## src/hdl/glyph_text_layout_core_defines.svh

```systemverilog
// Assertion macros used by the glyph text layout RTL.
// Each macro checks against the module's clk and rst; nothing else is needed.
`ifndef GLYPH_TEXT_LAYOUT_CORE_DEFINES_SVH
`define GLYPH_TEXT_LAYOUT_CORE_DEFINES_SVH

`ifndef SYNTH

`define GTL_ASSERT(lbl, expr, msg) \
  lbl: assert property (@(posedge clk) disable iff (rst) (expr)) else $error(msg);

`define GTL_ASSERT_IMPL(lbl, ante, cons, msg) \
  lbl: assert property (@(posedge clk) disable iff (rst) (ante) |-> (cons)) else $error(msg);

`define GTL_ASSERT_NEXT(lbl, ante, cons, msg) \
  lbl: assert property (@(posedge clk) disable iff (rst) (ante) |=> (cons)) else $error(msg);

`else

`define GTL_ASSERT(lbl, expr, msg)

`define GTL_ASSERT_IMPL(lbl, ante, cons, msg)

`define GTL_ASSERT_NEXT(lbl, ante, cons, msg)

`endif

`endif

```

## src/hdl/gtl_pkg.sv

```systemverilog
// Shared types, codes and defaults of the glyph text layout block.
// No dependencies; every module of the block imports this package.
package gtl_pkg;

  localparam int GTL_GLYPH_ENTRIES = 128;
  localparam int GTL_BATCH_SIZE    = 64;

  // Pen step for a tab is four space widths, done as a shift by two.
  localparam int TAB_SHIFT = 2;

  localparam logic [7:0] CH_SPACE   = 8'h20;
  localparam logic [7:0] CH_TAB     = 8'h09;
  localparam logic [7:0] CH_NEWLINE = 8'h0A;

  localparam logic [14:0] SPACE_ADVANCE_RST = 15'd128;
  localparam logic [14:0] NEWLINE_STEP_RST  = 15'd256;
  localparam logic [7:0]  FIRST_CODE_RST    = 8'd32;
  localparam logic [7:0]  LAST_CODE_RST     = 8'd126;
  localparam logic [14:0] GLYPH_SIZE_RST    = 15'd256;

  typedef enum logic [2:0] {
    REG_SPACE_ADVANCE = 3'd0,
    REG_NEWLINE_STEP  = 3'd1,
    REG_FIRST_CODE    = 3'd2,
    REG_LAST_CODE     = 3'd3,
    REG_GLYPH_SIZE    = 3'd4
  } reg_index_t;

  typedef enum logic [1:0] {
    CMD_START  = 2'd0,
    CMD_CHAR   = 2'd1,
    CMD_METRIC = 2'd2
  } cmd_t;

  typedef enum logic [1:0] {
    ST_GLYPH = 2'd0,
    ST_FLUSH = 2'd1,
    ST_RANGE = 2'd2
  } status_t;

  typedef struct packed {
    logic [15:0] off_x;
    logic [15:0] off_y;
    logic [14:0] adv;
  } metric_t;

  // Decoded character word, registered in the read stage.
  typedef struct packed {
    cmd_t        cmd;
    logic        is_space;
    logic        is_tab;
    logic        is_newline;
    logic        in_range;
    logic [7:0]  glyph_index;
    logic        last;
    logic [15:0] origin_x;
    logic [15:0] origin_y;
  } item_t;

  typedef struct packed {
    logic [14:0] space_advance;
    logic [14:0] newline_step;
    logic [14:0] glyph_size;
  } layout_cfg_t;

  typedef struct packed {
    status_t     status;
    logic [15:0] glyph_x;
    logic [15:0] glyph_y;
    logic [7:0]  glyph_index;
    logic [5:0]  slot;
    logic        flush;
    logic [6:0]  batch_count;
  } result_t;

endpackage

```

## src/hdl/gtl_layout_stage.sv

```systemverilog
// Pen and batch state update plus the output register of the layout pipe.
// Depends on gtl_pkg and the assertion macros in glyph_text_layout_core_defines.svh.
`include "glyph_text_layout_core_defines.svh"

module gtl_layout_stage
  import gtl_pkg::*;
#(
  parameter int BATCH_SIZE = GTL_BATCH_SIZE
) (
  input  logic        clk,
  input  logic        rst,
  input  layout_cfg_t cfg,
  input  logic        item_valid,
  input  item_t       item,
  input  metric_t     metric,
  output logic        item_fire,
  output logic        out_valid,
  input  logic        out_ready,
  output result_t     out_res
);

  localparam int FW = $clog2(BATCH_SIZE + 1);
  localparam logic [FW-1:0] BATCH_MAX = FW'(BATCH_SIZE);

  logic [15:0]   pen_x, pen_x_next;
  logic [15:0]   pen_y, pen_y_next;
  logic [15:0]   line_start_x, line_start_x_next;
  logic [FW-1:0] batch_fill, batch_fill_next;
  logic [FW-1:0] fill_inc;
  logic [8:0]    fill_ext, inc_ext;
  logic          res_valid;
  result_t       res;

  assign item_fire = item_valid && (!out_valid || out_ready);
  assign fill_inc  = batch_fill + FW'(1);
  assign fill_ext  = 9'(batch_fill);
  assign inc_ext   = 9'(fill_inc);

  always_comb begin
    pen_x_next        = pen_x;
    pen_y_next        = pen_y;
    line_start_x_next = line_start_x;
    batch_fill_next   = batch_fill;
    res_valid         = 1'b0;
    res               = '0;
    if (item_fire) begin
      unique case (item.cmd)
        CMD_START: begin
          pen_x_next        = item.origin_x;
          pen_y_next        = item.origin_y;
          line_start_x_next = item.origin_x;
          batch_fill_next   = '0;
        end
        CMD_CHAR: begin
          if (item.is_space || item.is_tab || item.is_newline) begin
            if (item.is_space) begin
              pen_x_next = pen_x + 16'(cfg.space_advance);
            end else if (item.is_tab) begin
              pen_x_next = pen_x + 16'(17'(cfg.space_advance) << TAB_SHIFT);
            end else begin
              pen_x_next = line_start_x;
              pen_y_next = pen_y - 16'(cfg.newline_step);
            end
            if (item.last && batch_fill != '0) begin
              res_valid       = 1'b1;
              res.status      = ST_FLUSH;
              res.flush       = 1'b1;
              res.batch_count = fill_ext[6:0];
              batch_fill_next = '0;
            end
          end else if (!item.in_range) begin
            res_valid       = 1'b1;
            res.status      = ST_RANGE;
            res.glyph_index = item.glyph_index;
            if (item.last && batch_fill != '0) begin
              res.flush       = 1'b1;
              res.batch_count = fill_ext[6:0];
              batch_fill_next = '0;
            end
          end else begin
            res_valid       = 1'b1;
            res.status      = ST_GLYPH;
            res.glyph_x     = pen_x + metric.off_x;
            res.glyph_y     = pen_y - (16'(cfg.glyph_size) + metric.off_y);
            res.glyph_index = item.glyph_index;
            res.slot        = fill_ext[5:0];
            pen_x_next      = pen_x + 16'(metric.adv);
            if (fill_inc >= BATCH_MAX || item.last) begin
              res.flush       = 1'b1;
              res.batch_count = inc_ext[6:0];
              batch_fill_next = '0;
            end else begin
              batch_fill_next = fill_inc;
            end
          end
        end
        default: begin
        end
      endcase
    end
  end

  always_ff @(posedge clk) begin
    if (rst) begin
      pen_x        <= '0;
      pen_y        <= '0;
      line_start_x <= '0;
      batch_fill   <= '0;
      out_valid    <= 1'b0;
    end else begin
      pen_x        <= pen_x_next;
      pen_y        <= pen_y_next;
      line_start_x <= line_start_x_next;
      batch_fill   <= batch_fill_next;
      if (item_fire) begin
        out_valid <= res_valid;
      end else if (out_ready) begin
        out_valid <= 1'b0;
      end
    end
  end

  always_ff @(posedge clk) begin
    if (item_fire && res_valid) begin
      out_res <= res;
    end
  end

  `GTL_ASSERT(a_fill_below_batch, batch_fill < BATCH_MAX, "batch fill reached batch size")
  `GTL_ASSERT_IMPL(a_count_needs_flush, out_valid && !out_res.flush, out_res.batch_count == '0,
    "batch count set without flush")
  `GTL_ASSERT_IMPL(a_flush_status, out_valid && out_res.status == ST_FLUSH, out_res.flush,
    "flush-only word without flush")
  `GTL_ASSERT_NEXT(a_item_held, item_valid && !item_fire, item_valid,
    "stalled word lost in read stage")

endmodule

```

## config.mk

```make
export PLATFORM = sky130hd
export DESIGN_NAME = gtl_layout_stage
export DESIGN_NICKNAME = d
export VERILOG_FILES = /design/src/hdl/gtl_pkg.sv /design/src/hdl/gtl_layout_stage.sv
export VERILOG_INCLUDE_DIRS = /design/src /design/src/hdl
export SDC_FILE = /design/constraint.sdc
export NUM_CORES = 1
export LEC_CHECK = 0
export BUFFER_PORTS_ARGS = -buffer_cell sky130_fd_sc_hd__buf_2
export CORE_MARGIN = 3
export CORE_UTILIZATION = 45
export DETAILED_ROUTE_END_ITERATION = 16
export PLACE_DENSITY = 0.68
export SLEW_MARGIN = 15
export SYNTH_ARGS = -nofsm -noshare
export SYNTH_HDL_FRONTEND = slang
export SYNTH_SLANG_ARGS = --single-unit
export TNS_END_PERCENT = 50
```

## constraint.sdc

```tcl
create_clock -name clk -period 7.5 [get_ports clk]
set_clock_uncertainty 0.2 [all_clocks]
set_input_delay 1.875 -clock clk [delete_from_list [all_inputs] [get_ports clk]]
set_output_delay 1.875 -clock clk [all_outputs]
set_load 0.005 [all_outputs]
```

==> Yosys cells after proc, flatten, opt, wreduce, memory -nomap -nowiden <==
Index checks and enable logic that the tools add are counted.
{ "word_totals": {"elab_cells": 75, "input_bits": 143, "out_inout_bits": 58, "ff_bits": 112} }
{ "op_classes": {"muxes": 27, "reduce_logical": 19, "magnitude_cmp": 1, "eq_ne": 5, "bitwise_logic": 3, "addsub": 8} }
{ "op_table": {"columns": ["cell", "count"], "rows": [
  ["2-to-1 mux 16 bit", 7],
  ["one-hot mux 16 bit (2 select lines)", 2],
  ["adder 16 x 15 -> 16 bit", 2],
  ["adder 16 bit", 2],
  ["2-to-1 mux 8 bit", 4],
  ["2-to-1 mux 7 bit", 4],
  ["adder 15 x 16 -> 16 bit", 1],
  ["subtractor 16 x 15 -> 16 bit", 1],
  ["subtractor 16 bit", 1],
  ["one-hot mux 7 bit (2 select lines)", 1],
  ["adder 7 x 1 -> 7 bit (second input constant)", 1],
  ["greater-or-equal comparator 7 bit (second input constant)", 1],
  ["2-to-1 mux 1 bit", 7],
  ["nonzero test 7 bit", 1],
  ["inequality test 2 bit (second input constant)", 3],
  ["AND reduction 2 bit", 3],
  ["AND reduction 5 bit", 1],
  ["logical OR 1 bit", 4],
  ["2-to-1 mux 2 bit", 2],
  ["nonzero test 2 bit", 2],
  ["OR reduction 4 bit", 1],
  ["logical AND 1 bit", 3],
  ["inequality test 3 bit (second input constant)", 1],
  ["inverter 1 bit", 3],
  ["other kinds (5)", 5]
]} }

==> Depth between registers and ports, before layout <==
{ "logic_depth": {"word_depth": 7, "ltp_mapped": 12, "mapped_depth_nobuf": 12} }

==> Worst setup path before layout <==
Ideal clock, no wire load.
{ "synth_path": {"path_type": "input to register", "startpoint": "input port item[42] (netlist bit)", "endpoint": "register out_res[0] (netlist bit), enable pin", "setup_ns": 0.415, "path_stages": 5, "required_time_ns": 6.885, "n_path_buf": 2, "arrival_ns": 4.055, "path_slack_ns": 2.830, "path_cell_list": "clkbuf_1 nor3_1 clkbuf_8 nand3_1 nand2_1"} }
{ "synth_via": {"elab_chain_len": 5} }
{ "synth_rtl": {"columns": ["element", "line", "source"], "rows": [
  ["start: declaration", "gtl_layout_stage.sv:14", "input item_t item,"],
  ["logical OR 1 bit", "gtl_layout_stage.sv:55", "if (item.is_space || item.is_tab || item.is_newline) begin"],
  ["2-to-1 mux 1 bit", "gtl_layout_stage.sv:55", null],
  ["2-to-1 mux 1 bit", "gtl_layout_stage.sv:47", "unique case (item.cmd)"],
  ["2-to-1 mux 1 bit", "gtl_layout_stage.sv:46", "if (item_fire) begin"],
  ["logical AND 1 bit", "gtl_layout_stage.sv:124", "if (item_fire && res_valid) begin"],
  ["end signal: assignment", "gtl_layout_stage.sv:125", "out_res <= res;"],
  ["end: declaration", "gtl_layout_stage.sv:19", "output result_t out_res"]
]} }
Every way passes these cells.
A chain may end at the register's enable or synchronous reset.

==> Final worst setup path <==
{ "layout_path": {"startpoint": "input port cfg[0] (netlist bit)", "endpoint": "register out_res[36] (netlist bit), data pin"} }
{ "layout_via": {"elab_chain_len": 2} }
{ "layout_rtl": {"columns": ["element", "line", "source"], "rows": [
  ["start: declaration", "gtl_layout_stage.sv:12", "input layout_cfg_t cfg,"],
  ["adder 15 x 16 -> 16 bit", "gtl_layout_stage.sv:84", "res.glyph_y = pen_y - (16'(cfg.glyph_size) + metric.off_y);"],
  ["subtractor 16 bit", "gtl_layout_stage.sv:84", null]
]} }
Every way passes these cells.

==> out/results.tsv <==
metric	value	unit
rrSetupSlack	4.23	ns
grt_usage	22.5	%
cts_root_buffer	clkbuf_16	
critPathLaunch	cfg[0]	
final_cell_mix	200 x buf_2, 122 x nor2_1, 98 x nand2_1	
r2r-start	pen_y[2]	
rows	52	
h-tree-depth	3	
gp_congestion	0.907	
synth.avg_cell_area	8.52	um2
cts_tree	done	
async_flop_share	0	%
drc_errors	0	
yosys.area_share.simple	18.4	%
slowest_stage	a2111oi_0	
yosysWarningCount	0	
worstPathCellList	buf_2, inv_1, fa_1, fa_1, a21o_1, a21oi_1, o21bai_1, a21oi_1, o21ai_1, a2111oi_0, or4_1, nand2_1	
crit_path_end_kind	flip-flop	
numCtsBuffers	9	
r2r-end	out_res[36]	
synth-adder-area-share	16.3	%
synth_area	9520	um2
drive_gt1_share	19.0	%
top_usage_layer	met2	
power	1710	uW
holdBufCountCts	0	
die_w	151	um
grt_start_max_net_pins	58	
critPathKind	input pin to flip-flop	
layout_commonest_cell	buf_2	
pin_count	201	
hold_viol_final	0	
synth.distinct_cells	83	
use_met3	3.11	%
maxSlewViolCount	0	
p_per_area	155	nW/um2
drt_iter0_drc	614	
vias_per_cell	5.59	
required	7.41	ns
fmax	219	MHz
use_met1	32.0	%
antenna_left	0	
grt_pass1_vias	7981	
port_buffers	200	
met2_usage	36.0	%
clkSinkCount	112	
synth_seq_area_share	29.4	%
area_growth	15.3	%
final.min_clock_period	4.57	ns
clk_pin_slew	0.07	ns
hp-class	flip-flop to flip-flop	
dieArea	22900	um2
routedWlPerCell	17.0	um
synth_xor_area_share	6.44	%
floorplan.initialDensity	46.4	%
core	20500	um2
ctsLongestPathBuffers	2	
antenna_found_initial	1	
synth_top_family_by_area	compound AO/OA/AOI/OAI gates	
synth_edf_count	56	
grt_pass1_wl	40.8	mm
cp_max_fo	2	
post-cts-setup-buffer-count	0	
synth-compound-area-share	23.5	%
overflow	0	
drt_first_pass_iters	5	
clk_latency	0.36	ns
status	completed	
cp_slowest_stage_delay	0.56	ns
synthFlopType	edfxtp_1	
cts_resized	0	
syn-num-nets	1372	
finalSetupViolCount	0	
vdd.ir_drop.worst	0.0975	mV
relSlewSlack	19.8	%
synthMuxAreaShare	0.421	%
r2r_cells	10	
drt_wl_total	26.7	mm
p_leak	0.00494	uW
cap_violations	0	
syn_inst	1117	
critPathCapture	out_res[36]	
dp_hpwl	21.4	mm
worst_pin_slew	1.20	ns
ys_ff_latch	112	
startpoint_type	input pin	
grt_setup_unrepaired	no	
worstPathArrival	4.48	ns
fin_nets	1549	
final.period_utilization	60.9	%
die_y	151	um
setup_tns	0	ns
fin_util	53.5	%
vias	8772	
==> cell usage after synthesis, types with 20 or more instances <==
| cell | instances | share of area, % |
|---|---|---|
| inv_1 | 80 | 3.2 |
| ha_1 | 92 | 12 |
| edfxtp_1 | 56 | 18 |
| xnor2_1 | 44 | 4.0 |
| nand2_1 | 99 | 3.9 |
| fa_1 | 20 | 4.2 |
| o21ai_0 | 42 | 2.2 |
| a21oi_1 | 96 | 5.0 |
| nor2_1 | 122 | 4.8 |
| a211oi_1 | 23 | 1.8 |
| a21o_1 | 20 | 1.6 |
| nor3_1 | 32 | 1.7 |
| xor2_1 | 26 | 2.4 |
| dfxtp_1 | 56 | 12 |
| clkbuf_1 | 22 | 0.87 |
| nand3_1 | 27 | 1.4 |
==> worst max-delay path: cells and delay by family <==
kind | cells | cell delay, ns
AO/OA/AOI/OAI | 6 | 1.33
adder cells (fa/ha/maj) | 2 | 0.90
AND/OR/NAND/NOR | 2 | 0.24
buffers and inverters | 2 | 0.12
==> layer usage <==
metal  wire length, um  vias up
li1                  -     4412
met1             12400     4062
met2             12100      264
met3              1760       32
met4               428        2
met5                 7        -
==> state kept, by name, summed over array words and instances, names as in the netlist <==
signal and cells:
line_start_x 16, out_res 56, pen_x 16, pen_y 16, batch_fill 7, out_valid 1
==> cell type report <==
class                      instances  area, um2
multi-input combinational        886       6200
inverter                          80        300
fill                            1987       9520
sequential                       112       2800
tap                              270        338
timing repair buffer             205       1040
clock inverter                     5       38.8
clock buffer                      11        254
antenna                            1       2.50
==> worst min-delay path by stage <==
| stage | start | endpoint | cells after the start |
|---|---|---|---|
| floorplan | line_start_x[13] | line_start_x[13] | 2 |
| global placement | line_start_x[11] | line_start_x[11] | 2 |
| detailed placement | line_start_x[9] | line_start_x[9] | 2 |
| CTS | line_start_x[13] | line_start_x[13] | 2 |
| global route | line_start_x[8] | line_start_x[8] | 2 |
| finish | line_start_x[15] | line_start_x[15] | 2 |
==> where the power goes <==
part | switching [uW] | internal (uW)
registers | 24.2 | 653
logic | 315 | 236
clock network | 229 | 248
total | 568 | 1140
==> per-stage QoR <==
| step | instances | hold slack (ns) | setup slack (ns) | cell area, um2 |
|---|---|---|---|---|
| detailed placement | 1553 | 0.250 | 2.57 | 10700 |
| floorplan | 1117 | 0.233 | 2.83 | 9520 |
| global placement | 1553 | 0.242 | 2.60 | 10700 |
| CTS | 1569 | 0.260 | 2.95 | 11000 |
| global route | 1569 | 0.285 | 2.65 | 11000 |
| finish | 1570 | 0.262 | 2.93 | 11000 |
==> cells by family after synthesis <==
family,after synthesis
xor gates and xnor gates,70
buffers and inverters,119
AOI/OAI and AO/OA,326
adders and majority gates,112
and+or+nand+nor,374
DFF,112
muxes,4
No activity file was read; power rests on OpenSTA's default activity.
